`src/vlrrp_ram.sv`:
```
// ----------------------------------------------------------------------------
// Velocity-layer round-robin picker: generic RAM
// One write port and one read port, read data registered.
// ----------------------------------------------------------------------------
module vlrrp_ram #(
  parameter int WIDTH = 8,
  parameter int DEPTH = 16
) (
  input  logic                                         clk,
  input  logic                                         we,
  input  logic [((DEPTH > 1) ? $clog2(DEPTH) : 1)-1:0] waddr,
  input  logic [WIDTH-1:0]                             wdata,
  input  logic [((DEPTH > 1) ? $clog2(DEPTH) : 1)-1:0] raddr,
  output logic [WIDTH-1:0]                             rdata
);

  logic [WIDTH-1:0] mem [DEPTH];

  always_ff @(posedge clk) begin
    if (we) begin
      mem[waddr] <= wdata;
    end
    rdata <= mem[raddr];
  end

endmodule

```
`config.mk`:
```
export PLATFORM = sky130hd
export DESIGN_NAME = vlrrp_ram
export DESIGN_NICKNAME = d
export VERILOG_FILES = /design/src/vlrrp_ram.sv
export SDC_FILE = /design/constraint.sdc
export NUM_CORES = 1
export LEC_CHECK = 0
export BUFFER_PORTS_ARGS = -buffer_cell sky130_fd_sc_hd__buf_2
export CAP_MARGIN = 20
export CORE_UTILIZATION = 54
export CTS_CLUSTER_SIZE = 25
export DETAILED_ROUTE_END_ITERATION = 16
export GPL_TIMING_DRIVEN = 0
export PLACE_DENSITY = 0.77
export SLEW_MARGIN = 40
export SYNTH_ARGS = -nofsm -noshare
export SYNTH_HDL_FRONTEND = slang
export SYNTH_SLANG_ARGS = --single-unit
```
`constraint.sdc`:
```
create_clock -name clk -period 1.7 [get_ports clk]
set_input_delay 0.255 -clock clk [delete_from_list [all_inputs] [get_ports clk]]
set_output_delay 0.255 -clock clk [all_outputs]
set_load 0.005 [all_outputs]
```
==> flow_summary.toml <==
[final_layout]
final_cells = 414
nFillCells = 580
diodes = 0
nNetsFinal = 290
final_cell_mix = "edfxtp_1 (128), buf_2 (27), mux4_2 (18)"
final_common_cell = "edfxtp_1"
fin_util_pct = 65.5
drive_gt1_share_pct = 31.2
synthToLayoutAreaGrowth_pct = 17.5

[detailed_routing]
drc = 0
viasPerCell = 5.79
vias = 2398
avgRoutedWirePerCell_um = 23.0
dr.pass1.iters = 4
wl_mm = 9.54
ant_nets = 0
drtIter0Drc = 246

[clock_tree]
clockBufferDepth = 2
cts.sinks = 136
ctsResizeCount = 0
clk_pin_slew_ns = 0.06
insertion_delay_ns = 0.51
root_buffer = "clkbuf_8"
cts_max_level = 4
cts_hold_buffers = 0
cts_buffers = 17
post_cts.repair.setup_buffers = 0
tritoncts = "built"

[logic_synthesis]
yosysUniqueCellTypes = 19
synth_seq_cells = 136
synth.avg_cell_area_um2 = 22.5
syn_inst = 229
synth_edf_count = 128
syn_nets = 247
synth-main-ff-cell = "edfxtp_1"
syn-cell-area_mm2 = 0.00515
ys_async_sr_fraction_pct = 0
yosysWarnings = 0
synth_seq_area_share_pct = 77.8

[grt]
grt_start_max_net_pins = 17
grt_pass1_wl_mm = 14.4
grtUsageTotal_pct = 21.8
grt_pass1_vias = 2452
overflow = 0
grt_antenna_before_repair = 0

[pwr]
p_clk_share_pct = 46.8
switchingPower_w = 0.00156
power_frac_seq_pct = 48.7
intPower_w = 0.00618
vdd.ir_drop.worst_mv = 0.616
leakagePower_nw = 2.03
p_per_area_mw_per_mm2 = 1280
p_total_w = 0.00774
comb_power_share_pct = 4.6
power.share.switching_pct = 20.2

[setup_path]
critPathKind = "reg -> reg"
required_ns = 2.09
critPathLaunchType = "flip-flop"
end_kind = "flip-flop"
worstPathMaxFanout = 1
cp.arrival_ns = 1.82

[floorplan]
rows = 35
ioPinCount = 26
start_util_pct = 55.7
die_w_um = 99.6
die_h_um = 99.6
coreArea_mm2 = 0.00924
die_area_mm2 = 0.00993

[sta]
hold_viol = 0
fmax_mhz = 698
finalSetupViolCount = 0
min_period_ns = 1.43
drv_slew = 0
rsz0062_at_grt = "no"
worstMarginPinSlew_ns = 0.811
skew_ns = 0.00976
final.setup.tns_ns = 0
max-slew-margin-rel_pct = 45.7
period_share_pct = 84.3
layout_setup_ws_ns = 0.267

[place]
dp_hpwl_mm = 5.94
placed_cells = 382
port_buffers = 24
place_congestion = 0.740
dp_slack_ns = -0.245

[worst_hold_path]
min_path_type = "in -> reg"

[flow_run]
drv_cap = 0

[status]
outcome = "complete, no violations"
[power by group through the flow]
stage | clock network (W) | logic (W) | registers, W
2_1_floorplan | 0 | 0.000191 | 0.00384
3_3_place_gp | 0 | 0.000342 | 0.00383
3_5_place_dp | 0 | 0.000355 | 0.00384
4_1_cts | 0.00367 | 0.000356 | 0.00377
5_1_grt | 0.00383 | 0.000378 | 0.00377
6_report | 0.00362 | 0.000354 | 0.00377
[worst max-delay path, stage by stage, from the launching register on]
cell and delay [ns]:
edfxtp_1 0.38, mux4_1 0.49, a22oi_1 0.35, nand2_1 0.09
[state kept, by name (all words and copies together) (netlist names)]
signal and flops:
mem 128, rdata 8
[cell type report]
type	instances	area, µm²	share of cell area [%]
sequential	136	4000	66.2
multi-input combinational	83	1080	17.8
clock buffer	18	428	7.07
clock inverter	14	174	2.87
tap	129	161	2.67
timing repair buffer	24	120	1.99
buffer	10	86.3	1.43
[through the flow]
step                area, µm²  hold WS (ns)
global route             6050         0.115
floorplan                5150         0.354
CTS                      6050         0.112
detailed placement       5450         0.631
finish                   6050         0.142
global placement         5430         0.631
[logic make-up (layout without fill, tap and decap cells)]
kind of cell    after synthesis  count (layout)  synth area share (%)
buf+inv                      10              66                  1.68
simple gates                 35              35                  3.18
mux                          32              32                  15.0
flops                       136             136                  77.8
compound gates               16              16                  2.33
[per-layer routing]
layer	wire (µm)	up-vias	GRT usage, %
li1	-	1062	-
met1	3810	1201	29.6
met2	4740	126	33.0
met3	845	9	5.69
met4	148	0	11.5
met5	0	-	0
[Yosys cell counts (all sizes together), types with 2 or more instances]
master	count	area share, %
a22oi	16	2.3
nand2	9	0.66
nand2b	2	0.24
edfxtp	128	75
nand3b	2	0.29
nor2	13	0.95
buf	7	1.1
dfxtp	8	3.1
mux4	32	15
nor3	4	0.39
clkdlybuf4s25	3	0.58
[final timing paths]
check                                 from   endpoint  slack, ns  cells past startpoint
worst max-delay path             mem[2][0]   rdata[0]       0.27                      3
worst max register to register   mem[2][0]   rdata[0]       0.27                      3
worst min register to register  mem[11][1]   rdata[1]       0.68                      3
worst min-delay path              wdata[5]  mem[0][5]       0.14                      1
(Power assumes the default switching activity.)
