--- src/vlrrp_pkg.sv ---
// ----------------------------------------------------------------------------
// Velocity-layer round-robin picker: shared types and constants
// Item codes, status codes, table entry layout, controller states and the
// velocity-to-gain conversion.
// ----------------------------------------------------------------------------
package vlrrp_pkg;

  typedef enum logic [1:0] {
    MODE_APPEND  = 2'd0,
    MODE_CLEAR   = 2'd1,
    MODE_NOTE_ON = 2'd2,
    MODE_UNUSED  = 2'd3
  } mode_t;

  typedef enum logic [2:0] {
    ST_APPENDED = 3'd0,
    ST_FULL     = 3'd1,
    ST_CLEARED  = 3'd2,
    ST_PICKED   = 3'd3,
    ST_NOMATCH  = 3'd4,
    ST_IGNORED  = 3'd5
  } status_t;

  typedef struct packed {
    logic [6:0] note;
    logic [6:0] vel_lo;
    logic [6:0] vel_hi;
  } entry_t;

  localparam int ENTRY_W = $bits(entry_t);
  localparam int CTR_W   = 32;

  typedef struct packed {
    status_t     status;
    logic [5:0]  index;
    logic [15:0] gain;
  } result_t;

  typedef enum logic [4:0] {
    S_IDLE      = 5'b00001,
    S_CNT_SCAN  = 5'b00010,
    S_MOD       = 5'b00100,
    S_PICK_SCAN = 5'b01000,
    S_FINISH    = 5'b10000
  } state_t;

  // round(v * 32768 / 127) with ties up. Since 32768 = 127 * 258 + 2, the
  // quotient is v * 258 plus floor((2v + 63) / 127), which is 0, 1 or 2.
  function automatic logic [15:0] gain_of(input logic [6:0] v);
    logic [8:0]  t;
    logic [15:0] base;
    t    = 9'({v, 1'b0}) + 9'd63;
    base = {1'b0, v, 8'b0} + {8'b0, v, 1'b0};
    if (t >= 9'd254) begin
      gain_of = base + 16'd2;
    end else if (t >= 9'd127) begin
      gain_of = base + 16'd1;
    end else begin
      gain_of = base;
    end
  endfunction

endpackage

--- src/vlrrp_mod_unit.sv ---
// ----------------------------------------------------------------------------
// Velocity-layer round-robin picker: modulo unit
// Restoring division of a 32-bit counter by the match count, one bit per
// cycle; gives the remainder and raises done when it finishes.
// ----------------------------------------------------------------------------
module vlrrp_mod_unit #(
  parameter int DIV_W = 7
) (
  input  logic                      clk,
  input  logic                      rst_n,
  input  logic                      start,
  input  logic [vlrrp_pkg::CTR_W-1:0] dividend,
  input  logic [DIV_W-1:0]          divisor,
  output logic                      done,
  output logic [DIV_W-1:0]          remainder
);

  localparam int STEP_W = $clog2(vlrrp_pkg::CTR_W);

  logic                        busy_r, busy_nxt;
  logic                        done_r, done_nxt;
  logic [STEP_W-1:0]           step_r, step_nxt;
  logic [vlrrp_pkg::CTR_W-1:0] shift_r, shift_nxt;
  logic [DIV_W-1:0]            div_r, div_nxt;
  logic [DIV_W-1:0]            rem_r, rem_nxt;
  logic [DIV_W:0]              trial;

  always_comb begin
    busy_nxt  = busy_r;
    done_nxt  = 1'b0;
    step_nxt  = step_r;
    shift_nxt = shift_r;
    div_nxt   = div_r;
    rem_nxt   = rem_r;
    trial     = {rem_r, shift_r[vlrrp_pkg::CTR_W-1]};
    if (start) begin
      busy_nxt  = 1'b1;
      step_nxt  = '0;
      shift_nxt = dividend;
      div_nxt   = divisor;
      rem_nxt   = '0;
    end else if (busy_r) begin
      if (trial >= {1'b0, div_r}) begin
        rem_nxt = DIV_W'(trial - {1'b0, div_r});
      end else begin
        rem_nxt = DIV_W'(trial);
      end
      shift_nxt = {shift_r[vlrrp_pkg::CTR_W-2:0], 1'b0};
      step_nxt  = step_r + 1'b1;
      if (step_r == STEP_W'(vlrrp_pkg::CTR_W - 1)) begin
        busy_nxt = 1'b0;
        done_nxt = 1'b1;
      end
    end
  end

  always_ff @(posedge clk) begin
    if (!rst_n) begin
      busy_r <= 1'b0;
      done_r <= 1'b0;
    end else begin
      busy_r <= busy_nxt;
      done_r <= done_nxt;
    end
    step_r  <= step_nxt;
    shift_r <= shift_nxt;
    div_r   <= div_nxt;
    rem_r   <= rem_nxt;
  end

  assign done      = done_r;
  assign remainder = rem_r;

endmodule

--- config.mk ---
export PLATFORM = sky130hd
export DESIGN_NAME = vlrrp_mod_unit
export DESIGN_NICKNAME = d
export VERILOG_FILES = /design/src/vlrrp_pkg.sv /design/src/vlrrp_mod_unit.sv
export SDC_FILE = /design/constraint.sdc
export NUM_CORES = 1
export LEC_CHECK = 0
export BUFFER_PORTS_ARGS = -buffer_cell sky130_fd_sc_hd__buf_2
export CAP_MARGIN = 20
export CORE_UTILIZATION = 30
export CTS_CLUSTER_DIAMETER = 40
export DETAILED_ROUTE_END_ITERATION = 10
export SLEW_MARGIN = 10
export SYNTH_ARGS = -nofsm -noshare
export SYNTH_HDL_FRONTEND = slang
export SYNTH_SLANG_ARGS = --single-unit
--- constraint.sdc ---
create_clock -name clk -period 3.5 [get_ports clk]
set_clock_uncertainty 0.05 [all_clocks]
set_input_delay 0.35 -clock clk [delete_from_list [all_inputs] [get_ports clk]]
set_output_delay 0.35 -clock clk [all_outputs]
set_load 0.01 [all_outputs]
==> out/summary.txt <==
Post-DP HPWL -> 3390 µm
Synth async-reset ratio -> 0%
Clk sinks -> 53
R2R Path End -> remainder[0]
Syn Area/Cell -> 12.8 µm²
Synthesis-stage register bit count -> 53
Critical Path AT -> 2540 ps
Peak VDD IR -> 0.000177 V
CTS resizes -> 0
CTS tree -> built
Ys flop type -> edfxtp_1
Detailed Route Iter0 Violations -> 55
Status -> complete, no violations
Leakage power -> 1.20 nW
PnR Total Power -> 0.00130 W
GRT Overall Usage -> 11.4%
Die width -> 94.9 µm
Required time of the critical path -> 3650 ps
Final setup vio count -> 0
I/O Pins -> 50
Final worst path period share -> 68.1%
Post-DP Area -> 2950 µm²
Most frequent cells in the layout -> buf_2, edfxtp_1, mux2_2
Bufs on Longest Clock Path -> 2
Antenna violations before repair -> 0
Die Y -> 94.9 µm
Clock root cell -> clkbuf_8
CTS clk-pin slew, worst paths -> 100 ps
Critical path's slowest cell -> fa_1
Yosys warnings -> 0
Power per cell area -> 428 nW/µm²
Slew margin rel. -> 50.2%
FP Rows -> 33
Design Area, Final -> 3040 µm²
Maximum fanout along the worst path -> 9
WL/cell -> 13.3 µm
Starting Density -> 31.2%
Routed Antenna Nets -> 0
Clk_lat worst skew -> 310 ps
Hold-fix buffers, CTS -> 0
Largest net degree at the start of global routing -> 33
Fin crit period -> 2380 ps
Synthesis-to-layout area growth -> 17.2%
Worst path max stage delay -> 410 ps
First-pass GRT wire length -> 7850 µm
Drt first pass iters -> 4
Post-Synthesis Cell Area -> 2590 µm²
DR vias -> 1724
Layout cells sized above 1 -> 37.7%
R2R Setup Slk -> 1120 ps
Cell count after synthesis -> 202
End point of the critical path -> remainder[0]
Startpoint Class -> register
RD Place Congestion -> 0.772
RR Startpoint -> shift_r[31]
Post-synthesis sequential area ratio -> 56.0%
Via count of the first global-routing pass -> 1682
Place WS -> 1150 ps
Setup TNS -> 0 ps
CP dominant cell by count -> inv_1
Max Slew Vio Count -> 0
Worst hold path type -> input pin to register
H-tree depth -> 2
Num CTS Buffers -> 5
Post-CTS Setup Inserts -> 0
Post-synthesis cell type count -> 46
Fill cells -> 842
Final WS setup -> 1120 ps
CP Launch Point -> shift_r[31]
Worst setup path class -> register to register
Syn nets -> 254
Final Hold Vio Count -> 0
Final wirelength -> 4730 µm
Vias per cell -> 4.83
DRC -> 0
CORE AREA -> 8300 µm²
FF-to-FF path depth -> 8
Die ar. -> 9010 µm²
Gr ovfl total -> 0
Layout Nets -> 303
# diodes -> 0
Max Clk Rate -> 0.420 GHz
RSZ-0062 raised after global routing -> false
Max-cap violations -> 0
Worst-Margin Slew -> 745 ps
Commonest non-fill, non-tap cell in the layout -> buf_2
Crit path cell chain -> inv_1, ha_1, inv_1, fa_1, a211oi_2, or3_1, a311oi_1, a311o_1
Crit end category -> register
I/O Buffers -> 49
EDFF count, synth -> 39
-- per-layer routing --
| metal | wire length (µm) | global-route usage (%) | vias up | part of all wire (%) |
|---|---|---|---|---|
| met5 | 0 | 0 | - | 0 |
| met2 | 2140 | 17.9 | 52 | 45 |
| met1 | 2130 | 14.2 | 812 | 45 |
| met4 | 50 | 3.79 | 0 | 1.1 |
| met3 | 416 | 4.51 | 6 | 8.8 |
| li1 | - | - | 854 | - |
-- layout make-up --
cell class,count,area (µm²),share of cell area [%]
clock inverters,3,22.5,0.742
inverters,12,45.0,1.48
flip-flops and latches,53,1450,47.8
repair buffers,52,268,8.82
well taps,105,131,4.33
clock buffers,5,68.8,2.27
multi-input cells,127,1050,34.6
-- how the worst min path moves through the flow --
stage	from	end	cells after the start
floorplan	divisor[0]	div_r[0]	0
global placement	step_r[4]	step_r[4]	2
detailed placement	step_r[3]	step_r[3]	2
CTS	divisor[3]	div_r[3]	1
global route	divisor[3]	div_r[3]	1
finish	divisor[2]	div_r[2]	1
-- cells by family after synthesis --
logic type / share of synthesized area [%]
adder cells (fa/ha/maj): 5.12
flip-flops: 56.0
buffers and inverters: 3.48
AND/OR/NAND/NOR: 10.5
multiplexers: 14.2
AO/OA/AOI/OAI: 8.98
XOR/XNOR: 1.69
-- flip-flops by register name, summed over array words and instances, names as in the netlist --
name	cells
busy_r	1
shift_r	32
step_r	5
div_r	7
done	1
remainder	7
-- metrics by stage --
stage | hold WS [ps] | std cells | utilization (%)
after floorplan | 399 | 202 | -
after global placement | 434 | 349 | 35.5
after detailed placement | 453 | 349 | 35.5
after CTS | 147 | 357 | 36.6
after global routing | 140 | 357 | 36.6
final | 158 | 357 | 36.6
-- critical path, delay by kind of cell (launching register included) --
family                   cells  cell delay, ps
AO/OA/AOI/OAI                3             800
buffers and inverters        2             120
adder cells (fa/ha/maj)      2             560
AND/OR/NAND/NOR              1             350
flip-flops                   1             400
-- synthesized netlist by cell type (3+ instances only) --
cell,instances,area [µm²]
edfxtp_1,39,1170
mux2_2,30,338
nor2_1,15,56.3
dfxtp_1,14,280
inv_1,11,41.3
ha_1,9,113
clkbuf_1,8,30.0
nor3b_1,8,60.1
nand2_1,6,22.5
a311oi_1,4,35.0
a41oi_1,4,35.0
o21ai_0,4,20.0
and3_1,3,18.8
nand2b_1,3,18.8
o21ai_1,3,15.0
xnor2_1,3,26.3
-- power by group --
part           leakage (nW)  internal [W]  switching [W]
clock network        0.0364      0.000141       0.000216
registers             0.505      0.000737      0.0000235
logic                 0.664     0.0000947      0.0000888
total                  1.20      0.000972       0.000328
No activity file was read; power rests on OpenSTA's default activity.
